===== src/hw/rtl/lcs_pkg.sv =====
// Package for the line centroid steering block.
// Holds shared constants, register indexes, direction codes and the queue entry type.
package lcs_pkg;

  localparam int unsigned MaxWidthDef  = 1024;
  localparam int unsigned MaxHeightDef = 1024;
  localparam int unsigned CfgIdxW      = 3;
  localparam int unsigned CfgDataW     = 24;
  localparam int unsigned CountW       = 21;
  localparam int unsigned SumW         = 30;

  localparam logic [CfgIdxW-1:0] RegFrameWidth  = 3'd0;
  localparam logic [CfgIdxW-1:0] RegFrameHeight = 3'd1;
  localparam logic [CfgIdxW-1:0] RegLowerHsv    = 3'd2;
  localparam logic [CfgIdxW-1:0] RegUpperHsv    = 3'd3;
  localparam logic [CfgIdxW-1:0] RegTurnTol     = 3'd4;

  localparam logic [1:0] DirLeft     = 2'd0;
  localparam logic [1:0] DirStraight = 2'd1;
  localparam logic [1:0] DirRight    = 2'd2;
  localparam logic [1:0] DirSearch   = 2'd3;

  // One classified pixel as passed from the front to the back part.
  typedef struct packed {
    logic       hit;
    logic       first;
    logic       last;
  } lcs_cls_t;

endpackage


===== src/hw/rtl/lcs_queue.sv =====
// Short queue between the front and back parts.
// Depends on lcs_pkg for the entry type.
module lcs_queue (
  input  logic              clk_i,
  input  logic              rst_ni,
  input  logic              wr_valid_i,
  output logic              wr_ready_o,
  input  lcs_pkg::lcs_cls_t wr_data_i,
  output logic              rd_valid_o,
  input  logic              rd_ready_i,
  output lcs_pkg::lcs_cls_t rd_data_o
);

  lcs_pkg::lcs_cls_t mem_q [4];
  logic [1:0] wp_q, rp_q;
  logic [2:0] cnt_q;
  logic wr_en, rd_en;

  assign wr_ready_o = (cnt_q != 3'd4);
  assign rd_valid_o = (cnt_q != 3'd0);
  assign wr_en = wr_valid_i && wr_ready_o;
  assign rd_en = rd_valid_o && rd_ready_i;
  assign rd_data_o = mem_q[rp_q];

  // Pointers and fill level.
  always_ff @(posedge clk_i or negedge rst_ni) begin
    if (!rst_ni) begin
      wp_q <= '0;
      rp_q <= '0;
      cnt_q <= '0;
    end else begin
      if (wr_en) wp_q <= wp_q + 2'd1;
      if (rd_en) rp_q <= rp_q + 2'd1;
      cnt_q <= cnt_q + {2'd0, wr_en} - {2'd0, rd_en};
    end
  end

  always_ff @(posedge clk_i) begin
    if (wr_en) mem_q[wp_q] <= wr_data_i;
  end

endmodule


===== config.mk =====
export PLATFORM = sky130hd
export DESIGN_NAME = lcs_queue
export DESIGN_NICKNAME = d
export VERILOG_FILES = /design/src/hw/rtl/lcs_pkg.sv /design/src/hw/rtl/lcs_queue.sv
export SDC_FILE = /design/constraint.sdc
export NUM_CORES = 1
export LEC_CHECK = 0
export BUFFER_PORTS_ARGS = -buffer_cell sky130_fd_sc_hd__buf_4
export CAP_MARGIN = 20
export CORE_MARGIN = 2
export CORE_UTILIZATION = 31
export DETAILED_ROUTE_END_ITERATION = 16
export PLACE_DENSITY_LB_ADDON = 0.05
export SLEW_MARGIN = 20
export SYNTH_ARGS = -nofsm -noshare
export SYNTH_HDL_FRONTEND = slang
export SYNTH_SLANG_ARGS = --single-unit
export TNS_END_PERCENT = 10

===== constraint.sdc =====
create_clock -name clk_i -period 5.1 [get_ports clk_i]
set_clock_uncertainty 0.05 [all_clocks]
set_input_delay 0.765 -clock clk_i [delete_from_list [all_inputs] [get_ports clk_i]]
set_output_delay 0.765 -clock clk_i [all_outputs]
set_load 0.01 [all_outputs]

==> impl_metrics.json <==
{
  "outcome": "completed",
  "cts_buffer_depth": 2,
  "hold_buffers": 0,
  "endpoint_kind": "output pin",
  "overflow": 0,
  "netlist-cell-type-count": 18,
  "period_needed_ns": 2.325,
  "power.total_mw": 0.5661,
  "final_util": 0.3798,
  "synth_area_um2": 904.6,
  "io_buffers": 11,
  "post_cts_resize_count": 0,
  "worst_pin_slew_ns": 0.3422,
  "rsz0062_at_grt": "no",
  "finalSetupTns_ns": 0,
  "cp_max_fo": 5,
  "worstPathRequired_ns": 4.28,
  "antenna_cells": 0,
  "dr.pass1.iters": 4,
  "grt_max_degree": 11,
  "finalCritPeriodShare": 0.4559,
  "reg2reg_to": "cnt_q[2]",
  "synth-seq-area-share": 0.5920,
  "area_delta_synth_final_pct": 15.77,
  "io_pins": 12,
  "dieHeight_um": 58.02,
  "placementRows": 19,
  "setup_viol": 0,
  "post-cts-setup-buffer-count": 0,
  "critical_path.startpoint_type": "flop",
  "vias": 487,
  "fin_ws_ns": 2.775,
  "hold_ws_ns": 0.2165,
  "drt_iter0_drc": 11,
  "routabilityCongestion": 0.6293,
  "ant_nets": 0,
  "worst_ir_drop_vdd_mv": 0.1999,
  "fillerInstances": 275,
  "insertion_delay_ns": 0.29,
  "drive_gt1_frac": 0.2535,
  "die_w_um": 58.02,
  "routed_wl_um": 1491,
  "initial_utilization": 0.3280,
  "track_usage": 0.1089,
  "hold_viol_final": 0,
  "drc": 0,
  "synthCells": 57,
  "fmax_mhz": 430.1,
  "critPathKind": "flop to output pin",
  "cts-root-buf": "clkbuf_4",
  "rrSetupSlack_ns": 2.78,
  "max-slew-margin-rel": 0.7718,
  "rr_worst_depth": 9,
  "grt_pass1_wl_um": 2608,
  "r2r_start": "cnt_q[1]",
  "finalNetCount": 86,
  "synth-seq-cells": 19,
  "antenna_found_initial": 0,
  "dp_slack_ns": 2.754,
  "synth_area_per_cell_um2": 15.87,
  "vias_per_cell": 4.775,
  "hp-class": "input port to asynchronous set/reset pin",
  "cts.clk_slew.worst_paths_ns": 0.10,
  "clock-sinks": 19,
  "cts-buffers-inserted": 3,
  "powerDensity_nw_per_um2": 540.6,
  "htree_levels": 1,
  "max-cap-violations": 0,
  "grt_pass1_vias": 504,
  "hpwl_um": 1143,
  "cts_tree": "done",
  "p_leak_nw": 0.4221,
  "yosysWarnings": 0,
  "slew_viol_final": 0,
  "core_area_um2": 2758,
  "wl_per_cell_um": 14.62,
  "startpoint": "rp_q[0]",
  "crit_path_end": "rd_data_o[2]",
  "crit_arrival_ns": 1.51,
  "die-area_um2": 3366,
  "synth_nets": 71
}
[how the worst min path moves through the flow]
| stage | from | end | slack, ns | cells after the start |
|---|---|---|---|---|
| after floorplan | rst_ni | cnt_q[0] | 0.42 | 0 |
| after global placement | rp_q[1] | rp_q[1] | 0.53 | 1 |
| after detailed placement | wp_q[1] | wp_q[1] | 0.53 | 2 |
| after CTS | rst_ni | wp_q[0] | 0.21 | 1 |
| after global routing | rst_ni | wp_q[0] | 0.20 | 1 |
| final | rst_ni | wp_q[0] | 0.22 | 1 |
[area by class of cell]
class                   count  area, um2  share of cell area
flip-flops and latches     19      535.5              0.5114
clock buffers               4      26.28             0.02509
multi-input cells          31      341.6              0.3262
well taps                  31      38.79             0.03704
repair buffers             11      82.58             0.07885
inverters                   6      22.52             0.02151
[per-layer routing]
layer  GRT usage  vias up  part of all wire
met5           0        -                 0
met4     0.03987        0             0.011
met3     0.04018        2             0.032
met2      0.1542        6              0.46
met1      0.1527      241              0.49
li1            -      238                 -
[sequential cells by signal, summed over array words and instances, names as in the netlist]
register and count:
mem_q 12, cnt_q 3, wp_q 2, rp_q 2
[kinds of logic (layout without fill, tap and decap cells)]
logic type | after synthesis | count (layout) | synth area share
AOI/OAI and AO/OA | 4 | 4 | 0.03596
xor gates and xnor gates | 4 | 4 | 0.03873
adders and majority gates | 7 | 7 | 0.1051
buffers and inverters | 7 | 21 | 0.03042
DFF | 19 | 19 | 0.5920
muxes | 3 | 3 | 0.07468
and+or+nand+nor | 13 | 13 | 0.1231
[cell usage in the layout, fill, tap and decap left out, types with 3 or more instances in the layout]
cell type / synthesis / final
clkbuf_4: 0 / 3
dfrtp_1: 7 / 7
xnor2_1: 3 / 3
edfxtp_1: 12 / 12
mux4_2: 3 / 3
and3b_1: 4 / 4
nand2b_1: 4 / 4
ha_1: 6 / 6
buf_4: 0 / 11
inv_1: 6 / 6
[critical path, cell delays in order (launching register included)]
cell and delay (ns):
dfrtp_1 0.52, mux4_2 0.54, buf_4 0.16
[synth_stat cells]
library cell  instances  area [um2]
edfxtp_1             12       360.4
dfrtp_1               7       175.2
ha_1                  6       75.07
inv_1                 6       22.52
and3b_1               4       35.03
nand2b_1              4       25.02
mux4_2                3       67.56
xnor2_1               3       26.28
nand4bb_1             2       22.52
o211ai_1              2       15.01
buf_2                 1       5.000
fa_1                  1       20.02
nand2_1               1       3.750
nor3b_4               1       18.77
o311ai_1              1       8.760
o31a_1                1       8.760
or3_1                 1       6.260
xor2_1                1       8.760
[per-stage QoR]
step | instance area (um2) | cells
after floorplan | 904.6 | 57
final | 1047 | 102
after CTS | 1047 | 102
after global routing | 1047 | 102
after detailed placement | 1021 | 98
after global placement | 1021 | 98
[report_power, final]
group	leakage [nW]	switching, mW	internal [mW]	total [mW]
sequential	0.192	0.0644	0.215	0.280
clock	0.0150	0.0438	0.0304	0.0742
combinational	0.215	0.0863	0.126	0.212
total	0.422	0.195	0.372	0.566
No activity file was read; power rests on OpenSTA's default activity.
