===== src/hw/rtl/lcs_pkg.sv =====
// Package for the line centroid steering block.
// Holds shared constants, register indexes, direction codes and the queue entry type.
package lcs_pkg;

  localparam int unsigned MaxWidthDef  = 1024;
  localparam int unsigned MaxHeightDef = 1024;
  localparam int unsigned CfgIdxW      = 3;
  localparam int unsigned CfgDataW     = 24;
  localparam int unsigned CountW       = 21;
  localparam int unsigned SumW         = 30;

  localparam logic [CfgIdxW-1:0] RegFrameWidth  = 3'd0;
  localparam logic [CfgIdxW-1:0] RegFrameHeight = 3'd1;
  localparam logic [CfgIdxW-1:0] RegLowerHsv    = 3'd2;
  localparam logic [CfgIdxW-1:0] RegUpperHsv    = 3'd3;
  localparam logic [CfgIdxW-1:0] RegTurnTol     = 3'd4;

  localparam logic [1:0] DirLeft     = 2'd0;
  localparam logic [1:0] DirStraight = 2'd1;
  localparam logic [1:0] DirRight    = 2'd2;
  localparam logic [1:0] DirSearch   = 2'd3;

  // One classified pixel as passed from the front to the back part.
  typedef struct packed {
    logic       hit;
    logic       first;
    logic       last;
  } lcs_cls_t;

endpackage


===== src/hw/rtl/lcs_back.sv =====
// Back part: tracks position, accumulates totals and decides the direction.
// Depends on lcs_pkg for widths, direction codes and the entry type.
module lcs_back #(
  parameter int unsigned MaxWidth  = lcs_pkg::MaxWidthDef,
  parameter int unsigned MaxHeight = lcs_pkg::MaxHeightDef
) (
  input  logic              clk_i,
  input  logic              rst_ni,
  input  logic              cls_valid_i,
  output logic              cls_ready_o,
  input  lcs_pkg::lcs_cls_t cls_i,
  input  logic [10:0]       frame_width_i,
  input  logic [10:0]       frame_height_i,
  input  logic [9:0]        turn_tol_i,
  output logic              res_valid_o,
  input  logic              res_ready_i,
  output logic [1:0]        direction_o,
  output logic [lcs_pkg::CountW-1:0] count_o,
  output logic [lcs_pkg::SumW-1:0]   sum_o
);

  localparam int unsigned XW = $clog2(MaxWidth + 1);
  localparam int unsigned YW = $clog2(MaxHeight + 1);
  localparam int unsigned CW = lcs_pkg::CountW;
  localparam int unsigned SW = lcs_pkg::SumW;
  // Threshold width: wide enough for half the width and the full tolerance.
  localparam int unsigned TW = ((XW > 10) ? XW : 10) + 2;
  // floor(n/10) = (n*RecipTen) >> 19 and floor(n/5) = (n*RecipFive) >> 18 for n < 2^18.
  localparam int unsigned RecipTen  = 52429;
  localparam int unsigned RecipFive = 52429;

  // Effective dimensions and window limits (registers the user keeps stable while busy).
  logic [XW-1:0] w_eff;
  logic [YW-1:0] h_eff;
  logic [XW+3:0] xlo, xhi;
  logic [YW+2:0] ylo;

  always_comb begin
    if (frame_width_i == 11'd0) w_eff = XW'(1);
    else if ({21'd0, frame_width_i} > 32'(MaxWidth)) w_eff = XW'(MaxWidth);
    else w_eff = XW'(frame_width_i);
    if (frame_height_i == 11'd0) h_eff = YW'(1);
    else if ({21'd0, frame_height_i} > 32'(MaxHeight)) h_eff = YW'(MaxHeight);
    else h_eff = YW'(frame_height_i);
    xlo = (XW+4)'(((XW+21)'(w_eff) * (XW+21)'(3 * RecipTen)) >> 19);
    xhi = (XW+4)'(((XW+21)'(w_eff) * (XW+21)'(7 * RecipTen)) >> 19);
    ylo = (YW+3)'(((YW+21)'(h_eff) * (YW+21)'(4 * RecipFive)) >> 18);
  end

  // Frame state.
  logic [XW-1:0] col_q, col_d;
  logic [YW-1:0] row_q, row_d;
  logic          beyond_q, beyond_d;
  logic [CW-1:0] cnt_q, cnt_d;
  logic [SW-1:0] sum_q, sum_d;
  logic          dec_q;
  logic [CW-1:0] dcnt_q;
  logic [SW-1:0] dsum_q;
  logic          rv_q;
  logic [1:0]    dir_q;
  logic [CW-1:0] ocnt_q;
  logic [SW-1:0] osum_q;

  // Busy while a result is being decided or waits.
  assign cls_ready_o = !dec_q && !rv_q;

  logic          take;
  logic [XW-1:0] x0;
  logic [YW-1:0] y0;
  logic [CW-1:0] c0;
  logic [SW-1:0] s0;
  logic          b0, count_it;

  always_comb begin
    take = cls_valid_i && cls_ready_o;
    x0 = cls_i.first ? '0 : col_q;
    y0 = cls_i.first ? '0 : row_q;
    c0 = cls_i.first ? '0 : cnt_q;
    s0 = cls_i.first ? '0 : sum_q;
    b0 = cls_i.first ? 1'b0 : beyond_q;
    count_it = !b0 && cls_i.hit && ({3'd0, y0} >= ylo) &&
               ({4'd0, x0} >= xlo) && ({4'd0, x0} < xhi);
  end

  // Next frame state: a closing pixel clears all; others update totals and position.
  always_comb begin
    col_d    = col_q;
    row_d    = row_q;
    beyond_d = beyond_q;
    cnt_d    = cnt_q;
    sum_d    = sum_q;
    if (take) begin
      if (cls_i.last) begin
        col_d    = '0;
        row_d    = '0;
        beyond_d = 1'b0;
        cnt_d    = '0;
        sum_d    = '0;
      end else begin
        cnt_d    = count_it ? c0 + CW'(1) : c0;
        sum_d    = count_it ? s0 + SW'(x0) : s0;
        beyond_d = b0;
        col_d    = x0;
        row_d    = y0;
        if (!b0) begin
          if ({1'b0, x0} + 1'b1 >= {1'b0, w_eff}) begin
            col_d = '0;
            if ({1'b0, y0} + 1'b1 >= {1'b0, h_eff}) beyond_d = 1'b1;
            else row_d = y0 + YW'(1);
          end else begin
            col_d = x0 + XW'(1);
          end
        end
      end
    end
  end

  always_ff @(posedge clk_i or negedge rst_ni) begin
    if (!rst_ni) begin
      col_q <= '0;
      row_q <= '0;
      beyond_q <= 1'b0;
      cnt_q <= '0;
      sum_q <= '0;
      dec_q <= 1'b0;
    end else begin
      col_q <= col_d;
      row_q <= row_d;
      beyond_q <= beyond_d;
      cnt_q <= cnt_d;
      sum_q <= sum_d;
      dec_q <= take && cls_i.last;
    end
  end

  always_ff @(posedge clk_i) begin
    if (take && cls_i.last) begin
      dcnt_q <= count_it ? c0 + CW'(1) : c0;
      dsum_q <= count_it ? s0 + SW'(x0) : s0;
    end
  end

  // Direction by cross-multiplication.
  logic signed [TW-1:0] lo_th, hi_th;
  logic signed [TW+CW:0] lo_p, hi_p;
  logic signed [TW+CW:0] ssum;
  logic [1:0] dir;

  always_comb begin
    lo_th = $signed(TW'(w_eff >> 1)) - $signed(TW'(turn_tol_i));
    hi_th = $signed(TW'(w_eff >> 1)) + $signed(TW'(turn_tol_i));
    lo_p = lo_th * $signed({2'b0, dcnt_q});
    hi_p = hi_th * $signed({2'b0, dcnt_q});
    ssum = $signed((TW+CW+1)'(dsum_q));
    if (dcnt_q == '0) dir = lcs_pkg::DirSearch;
    else if (ssum < lo_p) dir = lcs_pkg::DirLeft;
    else if (ssum > hi_p) dir = lcs_pkg::DirRight;
    else dir = lcs_pkg::DirStraight;
  end

  always_ff @(posedge clk_i or negedge rst_ni) begin
    if (!rst_ni) rv_q <= 1'b0;
    else if (dec_q) rv_q <= 1'b1;
    else if (res_ready_i) rv_q <= 1'b0;
  end

  always_ff @(posedge clk_i) begin
    if (dec_q) begin
      dir_q <= dir;
      ocnt_q <= dcnt_q;
      osum_q <= dsum_q;
    end
  end

  assign res_valid_o = rv_q;
  assign direction_o = dir_q;
  assign count_o = ocnt_q;
  assign sum_o = osum_q;

endmodule


===== config.mk =====
export PLATFORM = sky130hd
export DESIGN_NAME = lcs_back
export DESIGN_NICKNAME = d
export VERILOG_FILES = /design/src/hw/rtl/lcs_pkg.sv /design/src/hw/rtl/lcs_back.sv
export SDC_FILE = /design/constraint.sdc
export NUM_CORES = 2
export LEC_CHECK = 0
export ABC_CLOCK_PERIOD_IN_PS = 21000
export BUFFER_PORTS_ARGS = -buffer_cell sky130_fd_sc_hd__buf_2
export CAP_MARGIN = 20
export CORE_MARGIN = 3
export CORE_UTILIZATION = 30
export DETAILED_ROUTE_END_ITERATION = 10
export PLACE_DENSITY_LB_ADDON = 0.1
export SLEW_MARGIN = 5
export SYNTH_ARGS = -nofsm -noshare
export SYNTH_HDL_FRONTEND = slang
export SYNTH_SLANG_ARGS = --single-unit

===== constraint.sdc =====
create_clock -name clk_i -period 21 [get_ports clk_i]
set_clock_uncertainty 0.05 [all_clocks]
set_input_delay 2.1 -clock clk_i [delete_from_list [all_inputs] [get_ports clk_i]]
set_output_delay 2.1 -clock clk_i [all_outputs]
set_load 0.1 [all_outputs]

==> qor_table.md <==
| Step | Parameter | This run |
| --- | --- | --- |
| status | Outcome | finished clean |
| sta | Number of failing setup endpoints in the final timing report | 0 |
| sta | Unrepaired setup endpoints after global routing | false |
| sta | Final hold violation count | 0 |
| synth | Syn_area_per_cell | 9.32 um2 |
| synth | Total standard cell area after synthesis | 0.0342 mm2 |
| global routing | Via count of the first global-routing pass | 26968 |
| cts | Post-CTS setup buffers | 0 |
| setup path | Arrival time at the worst endpoint | 12430 ps |
| cts | Clock tree from TritonCTS | done |
| cts | Clock slew at reported path FFs | 90 ps |
| synth | Library cells used by synthesis | 79 |
| floorplanning | Area of the core | 0.113 mm2 |
| setup path | Critical path launch point | frame_width_i[10] |
| drt | Drt first pass iters | 6 |
| setup path | Crit Path Max Fanout | 21 |
| cts | Clock latency reported for the late side of the worst-skew pair | 510 ps |
| floorplanning | Chip Width | 344 um |
| setup path | Setup crit end kind | flop |
| placed design | Global placer's final weighted congestion | 0.816 |
| setup path | Crit path required time | 21190 ps |
| synth | Async S/R FF share, synth | 42.2% |
| placed design | DP HPWL | 81800 um |
| drt | Post-detailed-routing wire length | 102000 um |
| floorplanning | Placement Rows | 123 |
| setup path | Cell with the largest stage delay on the worst path | sky130_fd_sc_hd__fa_1 |
| cts | Inserted Clock Buffers | 17 |
| final layout | Fraction of final layout cells sized beyond drive strength 1 | 6.23% |
| cts | Max clock buf depth | 2 |
| setup path | Slowest cell delay on critical path | 550 ps |
| global routing | Pin count of the biggest net entering global routing | 68 |
| setup path | Reg-to-reg setup timing slack | 13170 ps |
| global routing | Remaining global-route overflow | 0 |
| global routing | All-layer global routing usage | 18.0% |
| sta | Share of the cycle needed by the critical path after routing | 58.3% |
| sta | Sum of negative setup slack | 0 ps |
| placed design | Count of port buffers added during placement | 93 |
| synth | Net Count, Synth | 4701 |
| synth | Total of warnings raised by yosys | 0 |
| floorplanning | Area enclosed by the die boundary | 0.118 mm2 |
| synth | Sequential element share of the synthesized area | 14.7% |
| global routing | Antenna violations before repair | 5 |
| drt | WL/cell | 19.5 um |
| drt | Residual antenna-violating net count after detailed routing | 0 |
| synth | Number of enable flip-flop cells after synthesis | 104 |
| setup path | Startpoint kind of the worst setup timing path | primary input |
| cts | Post-CTS Hold Buffers | 0 |
| synth | Number of standard cells after synthesis | 3667 |
| floorplanning | Vertical die dimension | 344 um |
| final layout | Commonest cells after routing, fill and taps aside | sky130_fd_sc_hd__inv_1, sky130_fd_sc_hd__ha_1, sky130_fd_sc_hd__fa_1 |
| sta | Fin. max-slew vios | 0 |
| cts | Number of gates given a new drive strength after cts | 0 |
| cts | Clock Tree Root | sky130_fd_sc_hd__clkbuf_16 |
| min path | Worst hold start | sum_q[22] |
| drt | Via count normalized by instance count | 4.76 |
| floorplanning | I/O Pins | 94 |
| floorplanning | Initial cell density of the core | 30.3% |
| setup path | Capturing instance or port of the critical path | direction_o[0] |
| sta | Time the final worst path needs with I/O delays and setup | 12240 ps |
| setup path | Critical R2R Launch | dcnt_q[0] |
| sta | Headroom to the max-slew limit | 30.8% |
| final layout | Antenna cell count | 0 |
| final layout | Most common cell after layout, fill and taps aside | sky130_fd_sc_hd__inv_1 |
| cts | H-tree depth | 4 |
| synth | Primary flip-flop cell chosen by synthesis mapping | sky130_fd_sc_hd__edfxtp_1 |
| global routing | Wire length of the first global-routing pass | 163000 um |
| cts | Clock sinks | 180 |
| final layout | Net count reported at finish | 4730 |
| sta | Fmax | 81.7 MHz |
| setup path | R2R Path End | direction_o[0] |
| min path | Hold Path Cell Cnt | 1 |
| drt | Total DRC errors in the routed layout | 0 |
| drt | Total via count in the routed design | 24806 |
| drt | DRC violation total after the first TritonRoute iteration | 1181 |
| setup path | Classification of the worst setup path | primary input to flop |
| sta | Worst Max-Slew Pin Slew | 1040 ps |
| run | Max-Cap Viols | 0 |
| final layout | Layout area overhead | 8.64% |
| synth | Yosys reg bits | 180 |
| min path | Hold crit path type | flop to flop |
| setup path | Depth of the worst register-to-register path | 32 |
routing by layer:
layer / track usage (%) / up-vias / wire length (um)
li1: - / 11999 / -
met1: 25.6 / 12466 / 50400
met2: 30.2 / 289 / 48100
met3: 1.75 / 52 / 2280
met4: 2.66 / 0 / 951
met5: 0 / - / 0
synth_stat cells, types with 5 or more instances:
master	count	share of area, %
sky130_fd_sc_hd__nor4_1	14	0.26
sky130_fd_sc_hd__a21oi_1	124	1.8
sky130_fd_sc_hd__o21ai_1	5	0.073
sky130_fd_sc_hd__ha_1	525	19
sky130_fd_sc_hd__nor3b_1	5	0.11
sky130_fd_sc_hd__or3_1	16	0.29
sky130_fd_sc_hd__a21o_1	68	1.5
sky130_fd_sc_hd__o21bai_1	17	0.37
sky130_fd_sc_hd__dfrtp_1	76	5.6
sky130_fd_sc_hd__nor2b_1	137	2.5
sky130_fd_sc_hd__or2_2	14	0.26
sky130_fd_sc_hd__xnor2_1	105	2.7
sky130_fd_sc_hd__a22o_1	23	0.59
sky130_fd_sc_hd__o21ai_0	106	1.6
sky130_fd_sc_hd__edfxtp_1	104	9.1
sky130_fd_sc_hd__nor3_1	32	0.47
sky130_fd_sc_hd__and2_1	149	2.7
sky130_fd_sc_hd__a22oi_1	5	0.11
sky130_fd_sc_hd__o31ai_1	20	0.44
sky130_fd_sc_hd__inv_1	647	7.1
sky130_fd_sc_hd__mux2i_1	7	0.20
sky130_fd_sc_hd__and3_1	19	0.35
sky130_fd_sc_hd__nand3_1	43	0.63
sky130_fd_sc_hd__o21a_1	16	0.35
sky130_fd_sc_hd__a2111oi_0	8	0.20
sky130_fd_sc_hd__a31oi_1	18	0.33
sky130_fd_sc_hd__a32o_1	11	0.32
sky130_fd_sc_hd__buf_2	5	0.073
sky130_fd_sc_hd__clkbuf_1	128	1.4
sky130_fd_sc_hd__fa_1	470	28
sky130_fd_sc_hd__a211o_1	8	0.20
sky130_fd_sc_hd__o211ai_1	12	0.26
sky130_fd_sc_hd__nor2_1	135	1.5
sky130_fd_sc_hd__a211oi_1	17	0.37
sky130_fd_sc_hd__xor2_1	59	1.5
sky130_fd_sc_hd__nand4_1	39	0.71
sky130_fd_sc_hd__o311ai_0	7	0.18
sky130_fd_sc_hd__and4_1	6	0.15
sky130_fd_sc_hd__nand2_1	319	3.5
sky130_fd_sc_hd__nand2b_1	68	1.2
registers in the layout, indices dropped and copies added, names as in the netlist, 11 cells and up:
register,cells
dsum_q,30
sum_o,30
sum_q,30
cnt_q,21
count_o,21
dcnt_q,21
col_q,11
row_q,11
worst max-delay path: cells and delay by family:
| family | cells | cell delay [ps] |
|---|---|---|
| xor gates and xnor gates | 2 | 320 |
| buffers and inverters | 7 | 1370 |
| adders and majority gates | 8 | 3660 |
| and+or+nand+nor | 9 | 1220 |
| AOI/OAI and AO/OA | 20 | 3720 |
cell families after synthesis:
kind of cell	after synthesis	synth area share [%]
xor+xnor	164	4.20
buf+inv	784	8.67
mux	11	0.337
simple gates	1024	15.6
other cells	2	0.0220
compound gates	507	9.80
fa+ha+maj	995	46.7
flops	180	14.7
per-stage QoR:
stage	hold slack (ps)	cells	cell area, um2	utilization, %	worst slack (ps)
3_3_place_gp	405	5176	36600	32.4	8310
3_5_place_dp	411	5176	36600	32.4	8230
4_1_cts	422	5208	37100	32.9	8740
5_1_grt	434	5209	37100	32.9	7990
2_1_floorplan	393	3667	34200	-	9670
6_report	415	5209	37100	32.9	8760
layout make-up:
| cell class | count | area, um2 |
|---|---|---|
| clock inverters | 14 | 136 |
| clock buffers | 18 | 429 |
| fillers | 11842 | 75700 |
| repair buffers | 147 | 896 |
| flip-flops and latches | 180 | 5030 |
| multi-input cells | 2703 | 26400 |
| inverters | 647 | 2430 |
| well taps | 1500 | 1880 |
worst min-delay path by stage:
stage / endpoint / slack (ps)
after floorplan: cnt_q[5] / 390
after global placement: sum_q[22] / 400
after detailed placement: sum_q[22] / 410
after CTS: sum_q[22] / 420
after global routing: count_o[14] / 430
final: sum_q[22] / 420
Power is left out: the tool's default activity adds up to more than one toggle a clock period on the data nets, which glitch-free logic cannot reach.
